--- src/sv/gnd_pkg.sv ---
// Shared constants, types and structs for the note dispenser.
`timescale 1ns / 1ps
package gnd_pkg;

    localparam int NOTE_SLOTS = 6;
    localparam int IDX_W      = $clog2(NOTE_SLOTS);
    localparam int CFG_IDX_W  = IDX_W;
    localparam int DENOM_W    = 20;
    localparam int STOCK_W    = 16;
    localparam int VALUE_W    = 36;
    localparam int CMD_W      = 2;
    localparam int SLOT_W     = 3;
    localparam int STATUS_W   = 2;
    localparam int DIV_CNT_W  = $clog2(VALUE_W);

    localparam logic [CMD_W-1:0] CMD_WITHDRAW  = 2'd0;
    localparam logic [CMD_W-1:0] CMD_SET_STOCK = 2'd1;
    localparam logic [CMD_W-1:0] CMD_SET_CASH  = 2'd2;

    localparam logic [STATUS_W-1:0] STAT_PAID    = 2'd0;
    localparam logic [STATUS_W-1:0] STAT_REFUSED = 2'd1;
    localparam logic [STATUS_W-1:0] STAT_LOADED  = 2'd2;

    localparam logic [DENOM_W-1:0] DENOM_RESET [NOTE_SLOTS] = '{
        20'd10000, 20'd20000, 20'd50000, 20'd100000, 20'd200000, 20'd500000
    };

    typedef struct packed {
        logic               start;
        logic [VALUE_W-1:0] dividend;
        logic [DENOM_W-1:0] divisor;
    } div_req_t;

    typedef struct packed {
        logic               done;
        logic [VALUE_W-1:0] quotient;
        logic [DENOM_W-1:0] remainder;
    } div_rsp_t;

endpackage

--- src/sv/gnd_if.sv ---
// Valid/ready channel interfaces for command words and result words.
`timescale 1ns / 1ps
interface gnd_in_if;
    logic                         valid;
    logic                         ready;
    logic [gnd_pkg::CMD_W-1:0]    cmd;
    logic [gnd_pkg::SLOT_W-1:0]   slot;
    logic [gnd_pkg::VALUE_W-1:0]  value;

    modport source (output valid, output cmd, output slot, output value, input ready);
    modport sink   (input valid, input cmd, input slot, input value, output ready);
endinterface

interface gnd_out_if;
    logic                          valid;
    logic                          ready;
    logic [gnd_pkg::STATUS_W-1:0]  status;
    logic [gnd_pkg::STOCK_W-1:0]   notes_slot0;
    logic [gnd_pkg::STOCK_W-1:0]   notes_slot1;
    logic [gnd_pkg::STOCK_W-1:0]   notes_slot2;
    logic [gnd_pkg::STOCK_W-1:0]   notes_slot3;
    logic [gnd_pkg::STOCK_W-1:0]   notes_slot4;
    logic [gnd_pkg::STOCK_W-1:0]   notes_slot5;
    logic [gnd_pkg::VALUE_W-1:0]   paid_total;
    logic [gnd_pkg::DENOM_W-1:0]   smallest_note;

    modport source (output valid, output status, output notes_slot0, output notes_slot1,
                    output notes_slot2, output notes_slot3, output notes_slot4,
                    output notes_slot5, output paid_total, output smallest_note,
                    input ready);
    modport sink   (input valid, input status, input notes_slot0, input notes_slot1,
                    input notes_slot2, input notes_slot3, input notes_slot4,
                    input notes_slot5, input paid_total, input smallest_note,
                    output ready);
endinterface

--- src/sv/gnd_divider.sv ---
// Radix-2 restoring divider, one quotient bit per cycle.
`timescale 1ns / 1ps
module gnd_divider (
    input  logic              clk,
    input  logic              rst_n,
    input  gnd_pkg::div_req_t req,
    output gnd_pkg::div_rsp_t rsp
);
    import gnd_pkg::*;

    logic                 busy_reg;
    logic                 done_reg;
    logic [DIV_CNT_W-1:0] cnt_reg;
    logic [VALUE_W-1:0]   dvd_reg;
    logic [VALUE_W-1:0]   quo_reg;
    logic [DENOM_W-1:0]   part_reg;
    logic [DENOM_W-1:0]   dsr_reg;

    logic [DENOM_W:0]     shifted;
    logic [DENOM_W:0]     diff;
    logic                 ge;
    logic [DENOM_W-1:0]   part_next;

    assign shifted   = {part_reg, dvd_reg[VALUE_W-1]};
    assign diff      = shifted - {1'b0, dsr_reg};
    assign ge        = shifted >= {1'b0, dsr_reg};
    assign part_next = ge ? diff[DENOM_W-1:0] : shifted[DENOM_W-1:0];

    always_ff @(posedge clk or negedge rst_n)
    begin
        if (!rst_n)
        begin
            busy_reg <= 1'b0;
            done_reg <= 1'b0;
            cnt_reg  <= '0;
        end
        else if (req.start)
        begin
            busy_reg <= 1'b1;
            done_reg <= 1'b0;
            cnt_reg  <= DIV_CNT_W'(VALUE_W - 1);
        end
        else if (busy_reg)
        begin
            if (cnt_reg == '0)
            begin
                busy_reg <= 1'b0;
                done_reg <= 1'b1;
            end
            else
            begin
                cnt_reg <= cnt_reg - 1'b1;
            end
        end
        else
        begin
            done_reg <= 1'b0;
        end
    end

    always_ff @(posedge clk)
    begin
        if (req.start)
        begin
            dvd_reg  <= req.dividend;
            dsr_reg  <= req.divisor;
            quo_reg  <= '0;
            part_reg <= '0;
        end
        else if (busy_reg)
        begin
            dvd_reg  <= {dvd_reg[VALUE_W-2:0], 1'b0};
            quo_reg  <= {quo_reg[VALUE_W-2:0], ge};
            part_reg <= part_next;
        end
    end

    assign rsp.done      = done_reg;
    assign rsp.quotient  = quo_reg;
    assign rsp.remainder = part_reg;

    a_rem_below_divisor: assert property (@(posedge clk) disable iff (!rst_n)
        (done_reg && dsr_reg != '0) |-> (part_reg < dsr_reg))
        else $error("divider remainder not below divisor");

    a_start_busy: assert property (@(posedge clk) disable iff (!rst_n)
        req.start |=> (busy_reg && !done_reg))
        else $error("divider did not start");

    a_busy_done_excl: assert property (@(posedge clk) disable iff (!rst_n)
        !(busy_reg && done_reg))
        else $error("divider busy and done together");

endmodule

--- src/sv/greedy_note_dispenser.sv ---
// Top level: note stock, cash total and the withdraw sequencer.
`timescale 1ns / 1ps
// Load commands, unknown commands and withdraws above the cash total go straight to the done
//   state, which loads the result word into the output register once that register is free.
// Withdraw: per slot a setup state launches the divide, the divider builds the quotient bit by bit,
//   a cap state clamps the count to the stock and a subtract state follows when the stock caps it
//   (denomination 0 slots skip the divide). One word at a time: the next is taken in idle.
// Reset: stocks and cash total clear to zero, denominations return to their defaults.
module greedy_note_dispenser (
    input  logic                             clk,
    input  logic                             rst_n,
    input  logic                             cfg_wr_en,
    input  logic [gnd_pkg::CFG_IDX_W-1:0]    cfg_index,
    input  logic [gnd_pkg::DENOM_W-1:0]      cfg_data,
    gnd_in_if.sink                           req,
    gnd_out_if.source                        rsp
);
    import gnd_pkg::*;

    // Sequencer states, one-hot.
    typedef enum logic [7:0] {
        ST_IDLE   = 8'b0000_0001,
        ST_SLOT   = 8'b0000_0010,  // pick next slot, launch divide
        ST_DIV    = 8'b0000_0100,  // wait on divider
        ST_CAP    = 8'b0000_1000,  // clamp count to stock
        ST_SUB    = 8'b0001_0000,  // remainder minus capped payout
        ST_EVAL   = 8'b0010_0000,  // exact payout?
        ST_COMMIT = 8'b0100_0000,  // drop stock and cash
        ST_DONE   = 8'b1000_0000   // hand result to output register
    } state_t;

    state_t               state_reg, state_next;

    logic [DENOM_W-1:0]   denom_reg [NOTE_SLOTS];
    logic [STOCK_W-1:0]   stock_reg [NOTE_SLOTS];
    logic [VALUE_W-1:0]   cash_reg;

    // Per-word working registers
    logic [VALUE_W-1:0]   amount_reg;
    logic [VALUE_W-1:0]   rem_reg;
    logic [VALUE_W-1:0]   prod_reg;
    logic [DENOM_W-1:0]   d_reg;
    logic [IDX_W-1:0]     idx_reg;
    logic [STATUS_W-1:0]  status_reg;
    logic [STOCK_W-1:0]   take_reg [NOTE_SLOTS];

    // Output register
    logic                 out_valid_reg;
    logic [STATUS_W-1:0]  out_status_reg;
    logic [STOCK_W-1:0]   out_notes_reg [NOTE_SLOTS];
    logic [VALUE_W-1:0]   out_paid_reg;
    logic [DENOM_W-1:0]   out_small_reg;

    div_req_t             div_req;
    div_rsp_t             div_rsp;

    logic                 accept;
    logic                 out_load;
    logic                 last_slot;
    logic [DENOM_W-1:0]   cur_denom;
    logic [STOCK_W-1:0]   cur_stock;
    logic                 over_stock;
    logic [DENOM_W-1:0]   smallest;
    logic                 found;

    assign accept     = req.valid && req.ready;
    assign req.ready  = (state_reg == ST_IDLE);
    assign out_load   = (state_reg == ST_DONE) && (!out_valid_reg || rsp.ready);
    assign last_slot  = (idx_reg == '0);
    assign cur_denom  = denom_reg[idx_reg];
    assign cur_stock  = stock_reg[idx_reg];
    assign over_stock = div_rsp.quotient > {{(VALUE_W-STOCK_W){1'b0}}, cur_stock};

    // The one divider: divides the running remainder by the current slot's note.
    assign div_req.start    = (state_reg == ST_SLOT) && (cur_denom != '0);
    assign div_req.dividend = rem_reg;
    assign div_req.divisor  = cur_denom;

    gnd_divider u_div (
        .clk (clk),
        .rst_n (rst_n),
        .req (div_req),
        .rsp (div_rsp)
    );

    // Lowest slot with stock left; read after the step's update has landed.
    always_comb
    begin
        smallest = '0;
        found    = 1'b0;
        for (int i = 0; i < NOTE_SLOTS; i++)
        begin
            if (!found && stock_reg[i] != '0)
            begin
                smallest = denom_reg[i];
                found    = 1'b1;
            end
        end
    end

    always_comb
    begin
        state_next = state_reg;
        unique case (state_reg)
            ST_IDLE:
            begin
                if (accept)
                begin
                    if (req.cmd == CMD_WITHDRAW && req.value <= cash_reg)
                        state_next = ST_SLOT;
                    else
                        state_next = ST_DONE;
                end
            end
            ST_SLOT:
            begin
                if (cur_denom != '0)
                    state_next = ST_DIV;
                else if (last_slot)
                    state_next = ST_EVAL;
            end
            ST_DIV:
            begin
                if (div_rsp.done)
                    state_next = ST_CAP;
            end
            ST_CAP:
            begin
                if (over_stock)
                    state_next = ST_SUB;
                else if (last_slot)
                    state_next = ST_EVAL;
                else
                    state_next = ST_SLOT;
            end
            ST_SUB:
            begin
                state_next = last_slot ? ST_EVAL : ST_SLOT;
            end
            ST_EVAL:
            begin
                state_next = (rem_reg == '0) ? ST_COMMIT : ST_DONE;
            end
            ST_COMMIT:
            begin
                state_next = ST_DONE;
            end
            ST_DONE:
            begin
                if (out_load)
                    state_next = ST_IDLE;
            end
            default:
            begin
                state_next = ST_IDLE;
            end
        endcase
    end

    // Control and architectural state
    always_ff @(posedge clk or negedge rst_n)
    begin
        if (!rst_n)
        begin
            state_reg     <= ST_IDLE;
            out_valid_reg <= 1'b0;
            cash_reg      <= '0;
            for (int i = 0; i < NOTE_SLOTS; i++)
            begin
                denom_reg[i] <= DENOM_RESET[i];
                stock_reg[i] <= '0;
            end
        end
        else
        begin
            state_reg <= state_next;

            if (out_load)
                out_valid_reg <= 1'b1;
            else if (rsp.ready)
                out_valid_reg <= 1'b0;

            if (cfg_wr_en && cfg_index < CFG_IDX_W'(NOTE_SLOTS))
                denom_reg[cfg_index] <= cfg_data;

            if (accept && req.cmd == CMD_SET_STOCK && req.slot < SLOT_W'(NOTE_SLOTS))
                stock_reg[req.slot[IDX_W-1:0]] <= (|req.value[VALUE_W-1:STOCK_W]) ?
                                                  '1 : req.value[STOCK_W-1:0];

            if (accept && req.cmd == CMD_SET_CASH)
                cash_reg <= req.value;

            if (state_reg == ST_COMMIT)
            begin
                cash_reg <= cash_reg - amount_reg;
                for (int i = 0; i < NOTE_SLOTS; i++)
                    stock_reg[i] <= stock_reg[i] - take_reg[i];
            end
        end
    end

    // Datapath registers, no reset needed
    always_ff @(posedge clk)
    begin
        unique case (state_reg)
            ST_IDLE:
            begin
                if (accept)
                begin
                    amount_reg <= req.value;
                    rem_reg    <= req.value;
                    idx_reg    <= IDX_W'(NOTE_SLOTS - 1);
                    for (int i = 0; i < NOTE_SLOTS; i++)
                        take_reg[i] <= '0;
                    priority if (req.cmd == CMD_WITHDRAW)
                        status_reg <= STAT_REFUSED;  // stays unless paid exactly
                    else if (req.cmd == CMD_SET_STOCK || req.cmd == CMD_SET_CASH)
                        status_reg <= STAT_LOADED;
                    else
                        status_reg <= STAT_REFUSED;
                end
            end
            ST_SLOT:
            begin
                d_reg <= cur_denom;
                if (cur_denom == '0 && !last_slot)
                    idx_reg <= idx_reg - 1'b1;
            end
            ST_DIV:
            begin
            end
            ST_CAP:
            begin
                if (over_stock)
                begin
                    take_reg[idx_reg] <= cur_stock;
                    prod_reg          <= VALUE_W'(cur_stock * d_reg);
                end
                else
                begin
                    take_reg[idx_reg] <= div_rsp.quotient[STOCK_W-1:0];
                    rem_reg           <= {{(VALUE_W-DENOM_W){1'b0}}, div_rsp.remainder};
                    if (!last_slot)
                        idx_reg <= idx_reg - 1'b1;
                end
            end
            ST_SUB:
            begin
                rem_reg <= rem_reg - prod_reg;
                if (!last_slot)
                    idx_reg <= idx_reg - 1'b1;
            end
            ST_EVAL:
            begin
                if (rem_reg == '0)
                    status_reg <= STAT_PAID;
                else
                    for (int i = 0; i < NOTE_SLOTS; i++)
                        take_reg[i] <= '0;
            end
            ST_COMMIT:
            begin
            end
            ST_DONE:
            begin
                if (out_load)
                begin
                    out_status_reg <= status_reg;
                    out_paid_reg   <= (status_reg == STAT_PAID) ? amount_reg : '0;
                    out_small_reg  <= smallest;
                    for (int i = 0; i < NOTE_SLOTS; i++)
                        out_notes_reg[i] <= take_reg[i];
                end
            end
            default:
            begin
            end
        endcase
    end

    assign rsp.valid         = out_valid_reg;
    assign rsp.status        = out_status_reg;
    assign rsp.notes_slot0   = out_notes_reg[0];
    assign rsp.notes_slot1   = out_notes_reg[1];
    assign rsp.notes_slot2   = out_notes_reg[2];
    assign rsp.notes_slot3   = out_notes_reg[3];
    assign rsp.notes_slot4   = out_notes_reg[4];
    assign rsp.notes_slot5   = out_notes_reg[5];
    assign rsp.paid_total    = out_paid_reg;
    assign rsp.smallest_note = out_small_reg;

    a_state_onehot: assert property (@(posedge clk) disable iff (!rst_n)
        $onehot(state_reg))
        else $error("sequencer state not one-hot");

    a_commit_exact: assert property (@(posedge clk) disable iff (!rst_n)
        (state_reg == ST_COMMIT) |-> (rem_reg == '0 && amount_reg <= cash_reg))
        else $error("commit without exact payout");

    generate
        for (genvar g = 0; g < NOTE_SLOTS; g++)
        begin : g_take_chk
            a_take_le_stock: assert property (@(posedge clk) disable iff (!rst_n)
                (state_reg == ST_COMMIT) |-> (take_reg[g] <= stock_reg[g]))
                else $error("payout exceeds slot stock");
        end
    endgenerate

    a_load_only_done: assert property (@(posedge clk) disable iff (!rst_n)
        $rose(out_valid_reg) |-> $past(state_reg == ST_DONE))
        else $error("result word loaded outside done state");

endmodule

--- src/flat_wrapper.sv ---
// flat-port wrapper written by rule: the top's interface ports become plain ports
module greedy_note_dispenser_flat import gnd_pkg::*;
  (clk, rst_n, cfg_wr_en, cfg_index, cfg_data, req_valid, req_cmd, req_slot, req_value, req_ready, rsp_valid, rsp_status, rsp_notes_slot0, rsp_notes_slot1, rsp_notes_slot2, rsp_notes_slot3, rsp_notes_slot4, rsp_notes_slot5, rsp_paid_total, rsp_smallest_note, rsp_ready);
  gnd_in_if req_i ();
  gnd_out_if rsp_i ();
  input  logic clk;
  input  logic rst_n;
  input  logic cfg_wr_en;
  input  logic [gnd_pkg::CFG_IDX_W-1:0] cfg_index;
  input  logic [gnd_pkg::DENOM_W-1:0] cfg_data;
  input wire logic [$bits(req_i.valid)-1:0] req_valid;
  input wire logic [$bits(req_i.cmd)-1:0] req_cmd;
  input wire logic [$bits(req_i.slot)-1:0] req_slot;
  input wire logic [$bits(req_i.value)-1:0] req_value;
  output wire logic [$bits(req_i.ready)-1:0] req_ready;
  output wire logic [$bits(rsp_i.valid)-1:0] rsp_valid;
  output wire logic [$bits(rsp_i.status)-1:0] rsp_status;
  output wire logic [$bits(rsp_i.notes_slot0)-1:0] rsp_notes_slot0;
  output wire logic [$bits(rsp_i.notes_slot1)-1:0] rsp_notes_slot1;
  output wire logic [$bits(rsp_i.notes_slot2)-1:0] rsp_notes_slot2;
  output wire logic [$bits(rsp_i.notes_slot3)-1:0] rsp_notes_slot3;
  output wire logic [$bits(rsp_i.notes_slot4)-1:0] rsp_notes_slot4;
  output wire logic [$bits(rsp_i.notes_slot5)-1:0] rsp_notes_slot5;
  output wire logic [$bits(rsp_i.paid_total)-1:0] rsp_paid_total;
  output wire logic [$bits(rsp_i.smallest_note)-1:0] rsp_smallest_note;
  input wire logic [$bits(rsp_i.ready)-1:0] rsp_ready;
  assign req_i.valid = req_valid;
  assign req_i.cmd = req_cmd;
  assign req_i.slot = req_slot;
  assign req_i.value = req_value;
  assign req_ready = req_i.ready;
  assign rsp_valid = rsp_i.valid;
  assign rsp_status = rsp_i.status;
  assign rsp_notes_slot0 = rsp_i.notes_slot0;
  assign rsp_notes_slot1 = rsp_i.notes_slot1;
  assign rsp_notes_slot2 = rsp_i.notes_slot2;
  assign rsp_notes_slot3 = rsp_i.notes_slot3;
  assign rsp_notes_slot4 = rsp_i.notes_slot4;
  assign rsp_notes_slot5 = rsp_i.notes_slot5;
  assign rsp_paid_total = rsp_i.paid_total;
  assign rsp_smallest_note = rsp_i.smallest_note;
  assign rsp_i.ready = rsp_ready;
  greedy_note_dispenser u_core (.clk(clk), .rst_n(rst_n), .cfg_wr_en(cfg_wr_en), .cfg_index(cfg_index), .cfg_data(cfg_data), .req(req_i), .rsp(rsp_i));
endmodule
--- config.mk ---
export PLATFORM = sky130hd
export DESIGN_NAME = greedy_note_dispenser_flat
export DESIGN_NICKNAME = d
export VERILOG_FILES = /design/src/sv/gnd_pkg.sv /design/src/sv/gnd_if.sv /design/src/sv/gnd_divider.sv /design/src/sv/greedy_note_dispenser.sv /design/src/flat_wrapper.sv
export SDC_FILE = /design/constraint.sdc
export NUM_CORES = 2
export LEC_CHECK = 0
export BUFFER_PORTS_ARGS = -buffer_cell sky130_fd_sc_hd__clkbuf_2
export CORE_UTILIZATION = 55
export CTS_BUF_LIST = sky130_fd_sc_hd__clkbuf_16
export DETAILED_ROUTE_END_ITERATION = 8
export PLACE_DENSITY = 0.75
export SYNTH_ARGS = -nofsm -noshare
export SYNTH_HDL_FRONTEND = slang
export SYNTH_SLANG_ARGS = --single-unit
--- constraint.sdc ---
create_clock -name clk -period 11.38 [get_ports clk]
set_input_delay 2.276 -clock clk [delete_from_list [all_inputs] [get_ports clk]]
set_output_delay 2.276 -clock clk [all_outputs]
set_load 0.02 [all_outputs]
==> impl_metrics.json <==
{
  "cts_buffer_depth": 3,
  "numCtsBuffers": 84,
  "rsz0062_at_grt": "false",
  "largest_reg_flops": 120,
  "cpPeakStageDelay_ns": 0.63,
  "synth_area_leaders": "edfxtp_1 (25%), dfrtp_1 (11%), fa_1 (9.9%)",
  "cts_tree": "built",
  "max-cap-violations": 0,
  "r2r_cells": 27,
  "end_kind": "flop",
  "dieWidth_um": 311,
  "cp_max_fo": 49,
  "drv_slew": 0,
  "die_area_um2": 96500,
  "ys_ff_latch": 764,
  "syn_area_um2": 52400,
  "place_area_um2": 54900,
  "yosysMostFrequentCell": "inv_1",
  "drive_gt1_share_pct": 14.3,
  "timing.rr.end": "u_core.prod_reg[32]$_DFFE_PP_",
  "r2r-start": "u_core.idx_reg[1]$_SDFFCE_PN0P_",
  "ys_types": 101,
  "areaGrowthSynthToFinish_pct": 10.2,
  "place.gp.congestion": 0.992,
  "rows": 112,
  "cts_setup_buffers": 0,
  "drc": 0,
  "slew_headroom_pct": 14.1,
  "period_needed_ns": 8.48,
  "worstSetupStartpointType": "flop",
  "clock.fmax_mhz": 118,
  "regToRegSetupSlack_ns": 2.90,
  "status": "complete, no violations",
  "antenna_left": 0,
  "regArea_um2": 21100,
  "syn_avg_cell_area_um2": 10.4,
  "slowest_stage": "buf_4",
  "multi_input_area_um2": 28400,
  "root_buffer": "clkbuf_16",
  "grt_overflow_total": 0,
  "initial_core_util_pct": 55.8,
  "clk_latency_ns": 0.66,
  "startpoint": "u_core.idx_reg[1]$_SDFFCE_PN0P_",
  "antenna_found_initial": 2,
  "hold_path.class": "reg -> reg",
  "critPathBufInv": 6,
  "yosysTopAreaCell": "edfxtp_1",
  "yosysWarnings": 0,
  "dr.pass1.iters": 8,
  "core_area_um2": 93900,
  "num_vias": 40300,
  "crit_required_ns": 11.78,
  "fin_setup_tns_ns": 0,
  "fillers": 7580,
  "grt_pass1_wl_um": 233000,
  "grt_pass1_vias": 39200,
  "synthFlopType": "edfxtp_1",
  "place_hpwl_um": 111000,
  "fin_crit_sh_pct": 74.5,
  "synth_cells": 5055,
  "portBuffers": 224,
  "path_class": "reg -> reg",
  "nets": 5907,
  "skew_ns": 0.0370,
  "hold_viol": 0,
  "setup_violations": 0,
  "hold_start": "u_core.take_reg[0][14]$_SDFFCE_PN0P_",
  "crit_path_frequent_cell": "fa_1",
  "synth_edf_count": 439,
  "grt_util_all_layers_pct": 31.3,
  "ys_top_cells_by_count": "inv_1 (565), edfxtp_1 (439), nand2_1 (423)",
  "cp.depth": 27,
  "clk_pin_slew_ns": 0.06,
  "cts_sinks": 764,
  "ios": 225,
  "yosysSeqAreaShare_pct": 40.2,
  "cp_top_family": "adder cells",
  "cts_resized": 0,
  "final_area_um2": 57700,
  "drt_iter0_markers": 4453,
  "cts-htree-levels": 3,
  "routed_wirelength_um": 152000,
  "worst-endpoint-arrival_ns": 8.88,
  "crit_path_end": "u_core.prod_reg[32]$_DFFE_PP_",
  "hold_buffers": 0,
  "wl_per_cell_um": 23.2,
  "worst_slew_pin_slew_ns": 1.26,
  "avgViaCountPerCell": 6.14,
  "async_reset_ff_share_pct": 35.2,
  "die_y_um": 311,
  "syn_nets": 5730,
  "grt_max_degree": 155,
  "synth_top_area_share_pct": 25.2
}
routing by layer:
layer	share of wire [%]	GRT usage [%]	vias up
met5	0.077	0.692	-
met4	3.7	11.1	6
met3	11	7.72	336
met2	44	47.6	2048
met1	41	43.6	19800
li1	-	-	18100
cell families (layout without fill, tap and decap cells):
family | Yosys count | after routing | share of synthesized area, %
other | 0 | 5 | 0
multiplexers | 334 | 334 | 7.10
XOR/XNOR | 169 | 169 | 2.83
flip-flops | 764 | 764 | 40.2
adder cells (fa/ha/maj) | 606 | 606 | 18.2
buffers and inverters | 777 | 1026 | 5.92
AO/OA/AOI/OAI | 1005 | 1005 | 12.5
AND/OR/NAND/NOR | 1400 | 1400 | 13.2
through the flow:
| stage | hold slack (ns) | setup WS [ns] | utilization [%] | cells |
|---|---|---|---|---|
| floorplan | 0.424 | 1.51 | - | 5055 |
| global placement | 0.432 | 3.13 | 58.4 | 6400 |
| detailed placement | 0.434 | 3.09 | 58.4 | 6400 |
| CTS | 0.444 | 3.07 | 61.5 | 6558 |
| global route | 0.452 | 2.49 | 61.5 | 6558 |
| finish | 0.448 | 2.90 | 61.5 | 6563 |
layout by cell type (no fill, tap or decap), types with 122 or more instances in the layout:
cell type / instances
nand2_1: 422
clkbuf_2: 223
edfxtp_1: 439
inv_1: 587
ha_1: 347
o21ai_0: 236
and2_1: 122
dfrtp_1: 232
nor2_1: 328
a21oi_1: 226
mux2i_1: 132
mux2_2: 176
fa_1: 259
how the worst min path moves through the flow:
| stage | end | cells after the start |
|---|---|---|
| 2_1_floorplan | u_core.rsp.status[1]$_DFFE_PP_ | 0 |
| 6_report | u_core.out_notes_reg[0][14]$_DFFE_PP_ | 0 |
| 5_1_grt | u_core.out_notes_reg[3][7]$_DFFE_PP_ | 0 |
| 3_5_place_dp | u_core.out_notes_reg[0][2]$_DFFE_PP_ | 0 |
| 3_3_place_gp | u_core.out_notes_reg[3][11]$_DFFE_PP_ | 0 |
| 4_1_cts | u_core.out_notes_reg[1][4]$_DFFE_PP_ | 0 |
area by class of cell:
cell class / instances / share of cell area, %
Timing Repair Buffer: 299 / 2.96
Antenna cell: 5 / 0.0217
Inverter: 569 / 3.70
Clock inverter: 71 / 1.13
Clock buffer: 87 / 3.77
Tap cell: 1254 / 2.72
Sequential cell: 764 / 36.5
Multi-Input combinational cell: 3514 / 49.2
Power is not shown: default switching activity piles up to over one toggle a cycle in this logic, so the estimate is an artifact.
